**src/rtl/core/swlc_pkg.sv**
```systemverilog
// Shared constants and control/status types for the size-weighted LRU cache.
package swlc_pkg;

  localparam int ENTRIES   = 16;
  localparam int KEY_BITS  = 32;
  localparam int SIZE_BITS = 24;
  localparam int BUDGET_W  = 24;

  localparam int IDX_W = $clog2(ENTRIES);
  localparam int CNT_W = $clog2(ENTRIES + 1);
  localparam int AGE_W = IDX_W;
  // compare width wide enough for both the size and the budget, plus a guard bit
  localparam int CMP_W = ((SIZE_BITS > BUDGET_W) ? SIZE_BITS : BUDGET_W) + 1;

  localparam logic [BUDGET_W-1:0] MAX_BYTES_RST = BUDGET_W'(1048576);

  // controller -> datapath
  typedef struct packed {
    logic             accept;
    logic             rd_key;
    logic [IDX_W-1:0] rd_addr;
    logic             hit_upd;
    logic             bypass;
    logic             zero_total;
    logic             evict_rd;
    logic             evict_upd;
    logic             insert;
    logic             load_out;
  } swlc_cmd_t;

  // datapath -> controller
  typedef struct packed {
    logic match;
    logic size_gt_max;
    logic need_evict;
    logic empty;
    logic full;
    logic out_free;
  } swlc_stat_t;

endpackage

```
**src/rtl/core/swlc_ifs.sv**
```systemverilog
// Valid/ready channel interfaces for request and result beats.
interface swlc_req_if import swlc_pkg::*; ();
  logic                 valid;
  logic                 ready;
  logic [KEY_BITS-1:0]  obj_key;
  logic [SIZE_BITS-1:0] obj_size;

  modport source(output valid, output obj_key, output obj_size, input ready);
  modport sink(input valid, input obj_key, input obj_size, output ready);
endinterface

interface swlc_rsp_if import swlc_pkg::*; ();
  logic                valid;
  logic                ready;
  logic                hit;
  logic                bypassed;
  logic [CNT_W-1:0]    evicted_count;
  logic [BUDGET_W-1:0] bytes_used;
  logic [CNT_W-1:0]    entries_held;

  modport source(output valid, output hit, output bypassed, output evicted_count,
                 output bytes_used, output entries_held, input ready);
  modport sink(input valid, input hit, input bypassed, input evicted_count,
               input bytes_used, input entries_held, output ready);
endinterface

```
**src/rtl/core/swlc_ctrl.sv**
```systemverilog
// Sequencing state machine: key scan, hit update, bypass, eviction loop, insert, result.
module swlc_ctrl import swlc_pkg::*; (
  input  logic       clk,
  input  logic       rst_n,
  input  logic       in_valid,
  output logic       in_ready,
  input  swlc_stat_t st,
  output swlc_cmd_t  cmd
);

  typedef enum logic [6:0] {
    ST_IDLE  = 7'b0000001,
    ST_SCAN  = 7'b0000010,
    ST_HIT   = 7'b0000100,
    ST_CHK   = 7'b0001000,
    ST_EVICT = 7'b0010000,
    ST_INS   = 7'b0100000,
    ST_DONE  = 7'b1000000
  } state_t;

  state_t           state_r, state_nxt;
  logic [CNT_W-1:0] cnt_r, cnt_nxt;

  always_ff @(posedge clk) begin
    if (!rst_n) begin
      state_r <= ST_IDLE;
      cnt_r   <= '0;
    end else begin
      state_r <= state_nxt;
      cnt_r   <= cnt_nxt;
    end
  end

  always_comb begin
    state_nxt = state_r;
    cnt_nxt   = cnt_r;
    cmd       = '0;
    in_ready  = 1'b0;
    unique case (state_r)
      ST_IDLE: begin
        in_ready = 1'b1;
        if (in_valid) begin
          cmd.accept = 1'b1;
          cnt_nxt    = '0;
          state_nxt  = ST_SCAN;
        end
      end
      ST_SCAN: begin
        // compare works on the registered result of the key read
        if (st.match) begin
          state_nxt = ST_HIT;
        end else if (cnt_r == CNT_W'(ENTRIES)) begin
          if (st.size_gt_max) begin
            cmd.bypass = 1'b1;
            state_nxt  = ST_DONE;
          end else begin
            state_nxt = ST_CHK;
          end
        end else begin
          cmd.rd_key  = 1'b1;
          cmd.rd_addr = cnt_r[IDX_W-1:0];
          cnt_nxt     = cnt_r + 1'b1;
        end
      end
      ST_HIT: begin
        cmd.hit_upd = 1'b1;
        state_nxt   = ST_DONE;
      end
      ST_CHK: begin
        if (st.need_evict) begin
          if (st.empty) begin
            cmd.zero_total = 1'b1;
          end else begin
            cmd.evict_rd = 1'b1;
            state_nxt    = ST_EVICT;
          end
        end else if (st.full) begin
          cmd.evict_rd = 1'b1;
          state_nxt    = ST_EVICT;
        end else begin
          state_nxt = ST_INS;
        end
      end
      ST_EVICT: begin
        cmd.evict_upd = 1'b1;
        state_nxt     = ST_CHK;
      end
      ST_INS: begin
        cmd.insert = 1'b1;
        state_nxt  = ST_DONE;
      end
      ST_DONE: begin
        if (st.out_free) begin
          cmd.load_out = 1'b1;
          state_nxt    = ST_IDLE;
        end
      end
      default: state_nxt = ST_IDLE;
    endcase
  end

  a_scan_bound: assert property (@(posedge clk) disable iff (!rst_n)
    state_r == ST_SCAN |-> cnt_r <= CNT_W'(ENTRIES))
    else $error("scan counter past table depth");

  a_accept_to_scan: assert property (@(posedge clk) disable iff (!rst_n)
    cmd.accept |=> state_r == ST_SCAN && cnt_r == '0)
    else $error("accepted beat did not start a scan");

  a_load_leaves_done: assert property (@(posedge clk) disable iff (!rst_n)
    cmd.load_out |=> state_r == ST_IDLE)
    else $error("result load did not return to idle");

endmodule

```
**src/rtl/core/swlc_dp.sv**
```systemverilog
// Datapath: key/size memories, recency ages, valid bits, byte total, result register.
module swlc_dp import swlc_pkg::*; (
  input  logic                 clk,
  input  logic                 rst_n,
  input  logic                 cfg_we,
  input  logic [BUDGET_W-1:0]  cfg_wdata,
  input  logic [KEY_BITS-1:0]  in_key,
  input  logic [SIZE_BITS-1:0] in_size,
  input  logic                 out_ready,
  input  swlc_cmd_t            cmd,
  output swlc_stat_t           st,
  output logic                 out_valid,
  output logic                 out_hit,
  output logic                 out_bypassed,
  output logic [CNT_W-1:0]     out_evicted_count,
  output logic [BUDGET_W-1:0]  out_bytes_used,
  output logic [CNT_W-1:0]     out_entries_held
);

  // storage
  logic [KEY_BITS-1:0]  key_mem  [ENTRIES];
  logic [SIZE_BITS-1:0] size_mem [ENTRIES];

  logic [AGE_W-1:0]    age_r   [ENTRIES];
  logic [AGE_W-1:0]    age_nxt [ENTRIES];
  logic [ENTRIES-1:0]  valid_r, valid_nxt;
  logic [BUDGET_W-1:0] total_r, total_nxt;
  logic [CNT_W-1:0]    cnt_valid_r, cnt_valid_nxt;
  logic [BUDGET_W-1:0] max_r;
  logic                out_valid_r;

  // request and per-request scratch
  logic [KEY_BITS-1:0]  req_key_r;
  logic [SIZE_BITS-1:0] req_size_r;
  logic [KEY_BITS-1:0]  key_q_r;
  logic [IDX_W-1:0]     cmp_idx_r;
  logic                 cmp_vld_r;
  logic [IDX_W-1:0]     found_idx_r;
  logic [IDX_W-1:0]     vic_idx_r;
  logic [SIZE_BITS-1:0] size_q_r;
  logic                 hit_f_r, byp_f_r;
  logic [CNT_W-1:0]     evc_r;

  logic                 match;
  logic [AGE_W-1:0]     hit_age;
  logic [AGE_W-1:0]     vic_age;
  logic [IDX_W-1:0]     vic_idx;
  logic                 vic_found;
  logic [IDX_W-1:0]     slot_idx;
  logic [BUDGET_W-1:0]  total_sub;

  assign match   = cmp_vld_r && valid_r[cmp_idx_r] && (key_q_r == req_key_r);
  assign hit_age = age_r[found_idx_r];
  assign vic_age = AGE_W'(cnt_valid_r - 1'b1);

  // oldest valid entry carries age count-1
  always_comb begin
    vic_idx   = '0;
    vic_found = 1'b0;
    for (int i = ENTRIES - 1; i >= 0; i--) begin
      if (valid_r[i] && age_r[i] == vic_age) begin
        vic_idx   = IDX_W'(i);
        vic_found = 1'b1;
      end
    end
  end

  // lowest free slot
  always_comb begin
    slot_idx = '0;
    for (int i = ENTRIES - 1; i >= 0; i--) begin
      if (!valid_r[i]) slot_idx = IDX_W'(i);
    end
  end

  assign total_sub = (CMP_W'(total_r) >= CMP_W'(size_q_r)) ?
                     BUDGET_W'(CMP_W'(total_r) - CMP_W'(size_q_r)) : '0;

  always_comb begin
    st             = '0;
    st.match       = match;
    st.size_gt_max = CMP_W'(req_size_r) > CMP_W'(max_r);
    st.need_evict  = (total_r > max_r) ||
                     (CMP_W'(req_size_r) > (CMP_W'(max_r) - CMP_W'(total_r)));
    st.empty       = cnt_valid_r == '0;
    st.full        = cnt_valid_r == CNT_W'(ENTRIES);
    st.out_free    = !out_valid_r || out_ready;
  end

  // table state updates
  always_comb begin
    valid_nxt     = valid_r;
    age_nxt       = age_r;
    total_nxt     = total_r;
    cnt_valid_nxt = cnt_valid_r;
    if (cmd.hit_upd) begin
      for (int i = 0; i < ENTRIES; i++) begin
        if (IDX_W'(i) == found_idx_r) begin
          age_nxt[i] = '0;
        end else if (valid_r[i] && age_r[i] < hit_age) begin
          age_nxt[i] = age_r[i] + 1'b1;
        end
      end
    end
    if (cmd.bypass) begin
      valid_nxt     = '0;
      total_nxt     = '0;
      cnt_valid_nxt = '0;
    end
    if (cmd.zero_total) begin
      total_nxt = '0;
    end
    if (cmd.evict_upd) begin
      valid_nxt[vic_idx_r] = 1'b0;
      total_nxt            = total_sub;
      cnt_valid_nxt        = cnt_valid_r - 1'b1;
    end
    if (cmd.insert) begin
      for (int i = 0; i < ENTRIES; i++) begin
        if (valid_r[i]) age_nxt[i] = age_r[i] + 1'b1;
      end
      age_nxt[slot_idx]   = '0;
      valid_nxt[slot_idx] = 1'b1;
      // fits: the eviction loop left room for the object
      total_nxt           = BUDGET_W'(CMP_W'(total_r) + CMP_W'(req_size_r));
      cnt_valid_nxt       = cnt_valid_r + 1'b1;
    end
  end

  always_ff @(posedge clk) begin
    if (!rst_n) begin
      valid_r     <= '0;
      total_r     <= '0;
      cnt_valid_r <= '0;
      max_r       <= MAX_BYTES_RST;
      out_valid_r <= 1'b0;
      cmp_vld_r   <= 1'b0;
      for (int i = 0; i < ENTRIES; i++) age_r[i] <= '0;
    end else begin
      valid_r     <= valid_nxt;
      total_r     <= total_nxt;
      cnt_valid_r <= cnt_valid_nxt;
      age_r       <= age_nxt;
      cmp_vld_r   <= cmd.rd_key;
      if (cfg_we) max_r <= cfg_wdata;
      if (cmd.load_out) begin
        out_valid_r <= 1'b1;
      end else if (out_ready) begin
        out_valid_r <= 1'b0;
      end
    end
  end

  // memories
  always_ff @(posedge clk) begin
    if (cmd.insert) begin
      key_mem[slot_idx]  <= req_key_r;
      size_mem[slot_idx] <= req_size_r;
    end
    if (cmd.rd_key) key_q_r <= key_mem[cmd.rd_addr];
    if (cmd.evict_rd) size_q_r <= size_mem[vic_idx];
  end

  // request scratch and result payload
  always_ff @(posedge clk) begin
    if (cmd.accept) begin
      req_key_r  <= in_key;
      req_size_r <= in_size;
      hit_f_r    <= 1'b0;
      byp_f_r    <= 1'b0;
      evc_r      <= '0;
    end
    if (cmd.rd_key) cmp_idx_r <= cmd.rd_addr;
    if (match) found_idx_r <= cmp_idx_r;
    if (cmd.evict_rd) vic_idx_r <= vic_idx;
    if (cmd.hit_upd) hit_f_r <= 1'b1;
    if (cmd.bypass) begin
      byp_f_r <= 1'b1;
      evc_r   <= cnt_valid_r;
    end
    if (cmd.evict_upd) evc_r <= evc_r + 1'b1;
    if (cmd.load_out) begin
      out_hit           <= hit_f_r;
      out_bypassed      <= byp_f_r;
      out_evicted_count <= evc_r;
      out_bytes_used    <= total_r;
      out_entries_held  <= cnt_valid_r;
    end
  end

  assign out_valid = out_valid_r;

  a_cnt_matches_valid: assert property (@(posedge clk) disable iff (!rst_n)
    $countones(valid_r) == 32'(cnt_valid_r))
    else $error("entry count out of step with valid bits");

  a_cnt_bound: assert property (@(posedge clk) disable iff (!rst_n)
    cnt_valid_r <= CNT_W'(ENTRIES))
    else $error("entry count exceeds table depth");

  a_victim_exists: assert property (@(posedge clk) disable iff (!rst_n)
    cmd.evict_rd |-> vic_found)
    else $error("eviction with no oldest entry");

  a_bypass_result: assert property (@(posedge clk) disable iff (!rst_n)
    cmd.load_out && byp_f_r |=> out_bytes_used == '0 && out_entries_held == '0)
    else $error("bypass result reports held bytes or entries");

endmodule

```
**src/rtl/core/size_weighted_lru_cache.sv**
```systemverilog
// Top level of the size-weighted LRU cache tracker.
// Usage:
//   in_ch  : request beats {obj_key, obj_size}, taken when valid && ready.
//   out_ch : one result beat per request {hit, bypassed, evicted_count,
//            bytes_used, entries_held}, taken when valid && ready.
//   cfg_we/cfg_wdata : writes the byte budget (max_bytes); write only while
//            no request is in flight.
// Sequence: one request at a time. The key scan walks the key memory one
//   entry a cycle and ends early on a hit. A hit then updates the ages, a
//   bypass clears the table. A miss checks budget and fill, evicts entries
//   one by one (one size-memory read, one update each), then inserts.
//   Each request ends by loading its result into the output register.
// Throughput: the next request is taken in the cycle after the result is
//   loaded into the output register, while that result may still wait.
// Reset (rst_n low at a clock edge): all entries invalid, ages and byte total
//   zero, budget 1048576. Key and size memories are not cleared; a key read
//   from an invalid entry never matches, and only valid sizes are read.
// Stall: a result held by a stalled receiver keeps its beat; the block
//   finishes the following request and then waits until the register frees.
module size_weighted_lru_cache import swlc_pkg::*; (
  input  logic                clk,
  input  logic                rst_n,
  input  logic                cfg_we,
  input  logic [BUDGET_W-1:0] cfg_wdata,
  swlc_req_if.sink            in_ch,
  swlc_rsp_if.source          out_ch
);

  swlc_cmd_t  cmd;
  swlc_stat_t st;

  // sequencer
  swlc_ctrl u_ctrl (
    .clk      (clk),
    .rst_n    (rst_n),
    .in_valid (in_ch.valid),
    .in_ready (in_ch.ready),
    .st       (st),
    .cmd      (cmd)
  );

  // table, byte accounting and result register
  swlc_dp u_dp (
    .clk               (clk),
    .rst_n             (rst_n),
    .cfg_we            (cfg_we),
    .cfg_wdata         (cfg_wdata),
    .in_key            (in_ch.obj_key),
    .in_size           (in_ch.obj_size),
    .out_ready         (out_ch.ready),
    .cmd               (cmd),
    .st                (st),
    .out_valid         (out_ch.valid),
    .out_hit           (out_ch.hit),
    .out_bypassed      (out_ch.bypassed),
    .out_evicted_count (out_ch.evicted_count),
    .out_bytes_used    (out_ch.bytes_used),
    .out_entries_held  (out_ch.entries_held)
  );

endmodule
```
**src/flat_wrapper.sv**
```systemverilog
// flat-port wrapper written by rule: the top's interface ports become plain ports
module size_weighted_lru_cache_flat import swlc_pkg::*;
  (clk, rst_n, cfg_we, cfg_wdata, in_ch_valid, in_ch_obj_key, in_ch_obj_size, in_ch_ready, out_ch_valid, out_ch_hit, out_ch_bypassed, out_ch_evicted_count, out_ch_bytes_used, out_ch_entries_held, out_ch_ready);
  swlc_req_if in_ch_i ();
  swlc_rsp_if out_ch_i ();
  input  logic clk;
  input  logic rst_n;
  input  logic cfg_we;
  input  logic [BUDGET_W-1:0] cfg_wdata;
  input wire logic [$bits(in_ch_i.valid)-1:0] in_ch_valid;
  input wire logic [$bits(in_ch_i.obj_key)-1:0] in_ch_obj_key;
  input wire logic [$bits(in_ch_i.obj_size)-1:0] in_ch_obj_size;
  output wire logic [$bits(in_ch_i.ready)-1:0] in_ch_ready;
  output wire logic [$bits(out_ch_i.valid)-1:0] out_ch_valid;
  output wire logic [$bits(out_ch_i.hit)-1:0] out_ch_hit;
  output wire logic [$bits(out_ch_i.bypassed)-1:0] out_ch_bypassed;
  output wire logic [$bits(out_ch_i.evicted_count)-1:0] out_ch_evicted_count;
  output wire logic [$bits(out_ch_i.bytes_used)-1:0] out_ch_bytes_used;
  output wire logic [$bits(out_ch_i.entries_held)-1:0] out_ch_entries_held;
  input wire logic [$bits(out_ch_i.ready)-1:0] out_ch_ready;
  assign in_ch_i.valid = in_ch_valid;
  assign in_ch_i.obj_key = in_ch_obj_key;
  assign in_ch_i.obj_size = in_ch_obj_size;
  assign in_ch_ready = in_ch_i.ready;
  assign out_ch_valid = out_ch_i.valid;
  assign out_ch_hit = out_ch_i.hit;
  assign out_ch_bypassed = out_ch_i.bypassed;
  assign out_ch_evicted_count = out_ch_i.evicted_count;
  assign out_ch_bytes_used = out_ch_i.bytes_used;
  assign out_ch_entries_held = out_ch_i.entries_held;
  assign out_ch_i.ready = out_ch_ready;
  size_weighted_lru_cache u_core (.clk(clk), .rst_n(rst_n), .cfg_we(cfg_we), .cfg_wdata(cfg_wdata), .in_ch(in_ch_i), .out_ch(out_ch_i));
endmodule
```
**config.mk**
```make
export PLATFORM = sky130hd
export DESIGN_NAME = size_weighted_lru_cache_flat
export DESIGN_NICKNAME = d
export VERILOG_FILES = /design/src/rtl/core/swlc_pkg.sv /design/src/rtl/core/swlc_ifs.sv /design/src/rtl/core/swlc_ctrl.sv /design/src/rtl/core/swlc_dp.sv /design/src/rtl/core/size_weighted_lru_cache.sv /design/src/flat_wrapper.sv
export SDC_FILE = /design/constraint.sdc
export NUM_CORES = 2
export LEC_CHECK = 0
export BUFFER_PORTS_ARGS = -buffer_cell sky130_fd_sc_hd__buf_2
export CAP_MARGIN = 5
export CORE_ASPECT_RATIO = 0.75
export CORE_UTILIZATION = 40
export CTS_CLUSTER_SIZE = 8
export DETAILED_ROUTE_END_ITERATION = 10
export PLACE_DENSITY = 0.51
export SLEW_MARGIN = 20
export SYNTH_ARGS = -nofsm -noshare
export SYNTH_HDL_FRONTEND = slang
export SYNTH_HIERARCHICAL = 1
export SYNTH_SLANG_ARGS = --single-unit
```
**constraint.sdc**
```tcl
create_clock -name clk -period 12.6 [get_ports clk]
set_input_delay 2.52 -clock clk [delete_from_list [all_inputs] [get_ports clk]]
set_output_delay 2.52 -clock clk [all_outputs]
set_load 0.02 [all_outputs]
```
## After elaboration in Yosys (flattened, before gate mapping)

Memories as Yosys holds them, arrays and structs flattened. A register that Yosys moved wholly into a read port is not among the register bits.
Index checks and enable logic that the tools add are counted.

- Output and inout bits: 38
- Memories: 2
- Bits in latches: 0
- Register bits: 258
- Input bits: 85
- Memory bits (writable): 896
- ROM bits: 0
- Word-level logic and storage cells: 355

- Shift-type cells: 0
- Equal/unequal tests: 47
- Mux-type cells: 161
- Bitwise gates (word level): 7
- Reduce and logical (&&, ||, !) cells: 50
- Magnitude comparators: 28
- Add/sub/neg operators: 23
- Div/mod/pow operators: 0
- Multiply operators: 0

Memory list:

| name | depth | bits a word | read ports | clocked after memory_dff | wr ports | RTL line | source |
|---|---|---|---|---|---|---|---|
| u_core.u_dp.key_mem | 16 | 32 | 1 | 1 | 1 | swlc_dp.sv:21 | `logic [KEY_BITS-1:0] key_mem [ENTRIES];` |
| u_core.u_dp.size_mem | 16 | 24 | 1 | 1 | 1 | swlc_dp.sv:22 | `logic [SIZE_BITS-1:0] size_mem [ENTRIES];` |

Operators with widths:

| operator | number |
|---|---|
| $mux 4 | 99 |
| $mux 64 | 2 |
| $mux 24 | 5 |
| $add 4x1->4 const B | 16 |
| $and 64x64->64 | 1 |
| $eq 4x4->1 | 16 |
| $lt 4x4->1 | 16 |
| $not 64->64 | 1 |
| $mux 5 | 12 |
| $mux 7 | 7 |
| $gt 24x24->1 | 2 |
| $mux 16 | 3 |
| $pmux 7 s6 | 1 |
| $logic_and 1x1->1 | 37 |
| $eq 32x32->1 | 1 |
| $eq 4x4->1 const A | 8 |
| $gt 24x25->1 | 1 |
| $sub 24x24->25 | 1 |
| $add 24x24->24 | 1 |
| $ge 24x24->1 | 1 |
| $mux 1 | 24 |
| $sub 24x24->24 | 1 |
| $and 16x16->16 | 1 |
| $bmux 4 s4 | 1 |
| other kinds (38) | 58 |

## Depth between registers and ports, before layout

- Depth after elaboration: 24
- Gate-level depth with buffers: 25
- Gate-level depth less buffers: 25

## By module

The synthesis kept the hierarchy.

By module, submodules not included:

| module | instances | sequential area each (um^2) | area an instance (um^2) | cells each |
|---|---|---|---|---|
| swlc_dp | 1 | 34603.2 | 53994.3 | 3519 |
| swlc_ctrl | 1 | 240.2 | 877.1 | 105 |

## Least setup slack after synthesis

No wires, ideal clock.

- Kind: input to register
- From: in out_ch_ready
- To: reg u_core.u_dp.out_bypassed, enable pin
- Setup slack: 5805 ps
- Buffers on the path: 0
- Arrival: 6272 ps
- Required time: 12077 ps
- Cell stages on the path: 3
- Library setup time: 523 ps
- Cells stage by stage: nand2b_1 > inv_1 > nor4_1

RTL lines:

| item | RTL line | source |
|---|---|---|
| start: declaration | flat_wrapper.sv:20 | `input wire logic [$bits(out_ch_i.ready)-1:0] out_ch_ready;` |
| end signal: assignment | swlc_dp.sv:184 | `out_bypassed <= byp_f_r;` |
| end: declaration | swlc_dp.sv:14 | `output logic out_bypassed,` |

==> results.sh <==
export IMPL_crit_start="u_core/u_dp/req_key_r[17]"
export IMPL_hold_path_class="reg -> reg"
export IMPL_drt_wirelength_per_cell_um=26.7
export IMPL_async_flop_share=0
export IMPL_synthesis_area_mm2=0.0549
export IMPL_cts_resized=0
export IMPL_critPathKind="reg -> reg"
export IMPL_grt_antenna_before_repair=13
export IMPL_grt_overflow=0
export IMPL_power_switching_mw=1.95
export IMPL_yosysUniqueCellTypes=98
export IMPL_fin_tns_setup_ns=0
export IMPL_die_w_um=430
export IMPL_worstHoldStart="u_core/u_dp/byp_f_r"
export IMPL_finalNetCount=4118
export IMPL_cts_sinks=1210
export IMPL_clk_latency_ns=0.81
export IMPL_worst_pin_slew_ns=1.10
export IMPL_place_ws_ns=6.12
export IMPL_worst_setup_path_end_kind="register"
export IMPL_synth_edff_count=1061
export IMPL_outcome="finished clean"
export IMPL_setup_slack_ns=6.25
export IMPL_drc=0
export IMPL_drt_first_iter_violations=3108
export IMPL_rsz0062_at_grt="false"
export IMPL_die_y_um=323
export IMPL_r2r_start="u_core/u_dp/req_key_r[17]"
export IMPL_antenna_left=0
export IMPL_worstPathMaxFanout=44
export IMPL_grt_total_usage=0.220
export IMPL_setup_violations=0
export IMPL_multiInputGateArea_mm2=0.0189
export IMPL_synth_seq_area_share=0.635
export IMPL_yosysTopAreaCell="edfxtp_1"
export IMPL_viasPerCell=5.71
export IMPL_timing_fmax_mhz=157
export IMPL_post_cts_buffers=0
export IMPL_synth_top_area_share=0.581
export IMPL_clock_path_buffers=3
export IMPL_grt_pass1_vias=31700
export IMPL_final_min_clock_period_ns=6.35
export IMPL_finalHoldViolCount=0
export IMPL_synth_area_per_cell_um2=15.1
export IMPL_drv_cap=0
export IMPL_cp_required_ns=13.12
export IMPL_max_slew_margin_rel=0.265
export IMPL_rows=117
export IMPL_hpwlAfterDp_um=89300
export IMPL_grt_start_max_net_pins=137
export IMPL_hold_ws_ns=0.427
export IMPL_drv_slew=0
export IMPL_fillers=11900
export IMPL_power_frac_clock=0.462
export IMPL_clock_skew_ns=0.0367
export IMPL_grt_pass1_wl_um=221000
export IMPL_seq_power_share=0.503
export IMPL_cp_arrival_ns=6.88
export IMPL_cts_hold_buf=0
export IMPL_synth_seq_cells=1210
export IMPL_clkSlewWorstSetupHoldPaths_ns=0.05
export IMPL_power_density_mw_per_mm2=143
export IMPL_wl_um=152000
export IMPL_htreeDepth=4
export IMPL_post_route_period_util=0.504
export IMPL_io_buffers=122
export IMPL_ys_warn_count=6
export IMPL_drtPass1Iterations=6
export IMPL_swShare=0.218
export IMPL_dieArea_mm2=0.139
export IMPL_seq_area_mm2=0.0348
export IMPL_p_comb_frac=0.035
export IMPL_clock_root_buffer="clkbuf_16"
export IMPL_start_kind="register"
export IMPL_drive_gt1_frac=0.190
export IMPL_place_congestion=0.833
export IMPL_ys_top_cells_by_area="edfxtp_1 58%, mux4_2 7.6%, dfxtp_1 5.4%"
export IMPL_cts_made_buffers=170
export IMPL_ir_drop_mv=0.0979
export IMPL_dpl_instance_area_mm2=0.0578
export IMPL_syn_to_final_growth_pct=14.0
export IMPL_cts_tree="built"
export IMPL_synth_nets=3901
export IMPL_p_int_mw=6.99
export IMPL_leakage_nw=21.5
export IMPL_fin_area_mm2=0.0625
export IMPL_synthCells=3624
export IMPL_ys_flop_type="edfxtp_1"
export IMPL_num_vias=32500
export IMPL_core_area_mm2=0.136
export IMPL_start_util=0.404
export IMPL_num_io_pins=123
## worst max-delay path: stages (launching register included)
cell	delay (ns)
edfxtp_1	0.61
xnor2_1	0.23
nand4_1	0.28
nor4_1	0.14
nand4_1	0.27
nor4_1	0.16
and2_1	0.31
nor3_4	0.34
and3_4	0.84
buf_4	0.84
buf_4	0.79
mux4_2	0.61
mux4_2	0.46
## metal layers
| metal | wire [µm] | global-route usage |
|---|---|---|
| met5 | 57 | 0 |
| met4 | 3420 | 0.0676 |
| met3 | 9800 | 0.0474 |
| met2 | 66900 | 0.327 |
| met1 | 71500 | 0.321 |
## layout make-up
cell class / count / area share
Clock inverter: 17 / 0.00464
Sequential cell: 1210 / 0.557
Timing Repair Buffer: 205 / 0.0199
Inverter: 153 / 0.00918
Multi-Input combinational cell: 2101 / 0.302
Antenna cell: 3 / 0.000120
Clock buffer: 216 / 0.0709
Tap cell: 1785 / 0.0357
## Yosys cell counts (all sizes together), types with 19 or more instances
cell type  instances
mux2             145
dfxtp            149
mux4             185
mux2i             79
edfxtp          1061
buf               70
or3               19
a21oi            117
a21o              54
clkbuf            90
a211oi            25
nand3             62
o21a              36
o21ai            128
xnor3             21
and3              26
xor2              62
xnor2             77
nand4             56
nand2            126
inv              152
a22oi             96
and2              21
o22a              25
nor2             189
ha               189
nor3              67
nand2b            42
nor2b             25
## power groups by stage
stage | combinational [mW] | clock [mW] | sequential (mW)
2_1_floorplan | 0.191 | 0 | 4.55
3_3_place_gp | 0.312 | 0 | 4.57
3_5_place_dp | 0.313 | 0 | 4.57
4_1_cts | 0.315 | 4.24 | 4.49
5_1_grt | 0.349 | 4.40 | 4.50
6_report | 0.313 | 4.13 | 4.50
## flip-flops by register name (all words and copies together), names as in the netlist, 5 cells and up
register	count
u_core/u_dp/req_key_r	32
u_core/u_dp/total_r	24
u_core/u_dp/max_r	24
u_core/u_ctrl/cnt_r	5
u_core/u_dp/size_q_r	24
u_core/u_dp/age_r	64
u_core/u_dp/cnt_valid_r	5
u_core/u_dp/key_mem	512
u_core/u_dp/out_bytes_used	24
u_core/u_dp/evc_r	5
u_core/u_dp/valid_r	16
u_core/u_ctrl/state_r	7
u_core/u_dp/out_entries_held	5
u_core/u_dp/size_mem	384
u_core/u_dp/key_q_r	32
u_core/u_dp/req_size_r	24
u_core/u_dp/out_evicted_count	5
## placed cells by master (no fill, tap or decap), types with 15 or more instances in the layout
cell type / count
xnor3_1: 21
nor2b_1: 25
o211ai_1: 15
buf_4: 82
a21o_1: 54
nor3_1: 58
mux2_1: 54
nand4_1: 56
nand2_1: 125
nor2_1: 171
nand3_1: 62
ha_1: 189
a21oi_1: 113
a22oi_1: 96
dfxtp_1: 149
a211oi_1: 24
or3_1: 19
o21ai_0: 125
xor2_1: 62
a31oi_1: 15
clkbuf_1: 45
o22a_1: 25
and2_1: 17
nand2b_1: 42
xnor2_1: 76
o21a_1: 36
clkbuf_16: 170
mux2i_1: 79
inv_1: 149
edfxtp_1: 1061
buf_2: 122
and3_1: 23
mux2_2: 91
mux4_2: 185
## path summary, 6_finish.rpt
| kind | slack, ns | depth (start not counted) | endpoint |
|---|---|---|---|
| worst max register to register | 6.25 | 12 | u_core/u_dp/key_q_r[23] |
| worst max-delay path | 6.25 | 12 | u_core/u_dp/key_q_r[23] |
| worst min-delay path | 0.43 | 0 | u_core/u_dp/out_bypassed |
| worst min register to register | 0.43 | 0 | u_core/u_dp/out_bypassed |
## through the flow
step,util,power (mW),instances
after floorplan,-,4.74,3624
after global placement,0.425,4.88,5454
after detailed placement,0.425,4.88,5454
after CTS,0.460,9.05,5687
after global routing,0.460,9.25,5687
final,0.460,8.94,5690
## logic make-up after synthesis
| logic type | count (synthesis) | synth area share |
|---|---|---|
| flip-flops | 1210 | 0.635 |
| XOR/XNOR | 161 | 0.0316 |
| AND/OR/NAND/NOR | 710 | 0.0669 |
| adder cells (fa/ha/maj) | 192 | 0.0442 |
| AO/OA/AOI/OAI | 629 | 0.0784 |
| buffers and inverters | 313 | 0.0238 |
| multiplexers | 409 | 0.120 |
No activity file was read; power rests on OpenSTA's default activity.
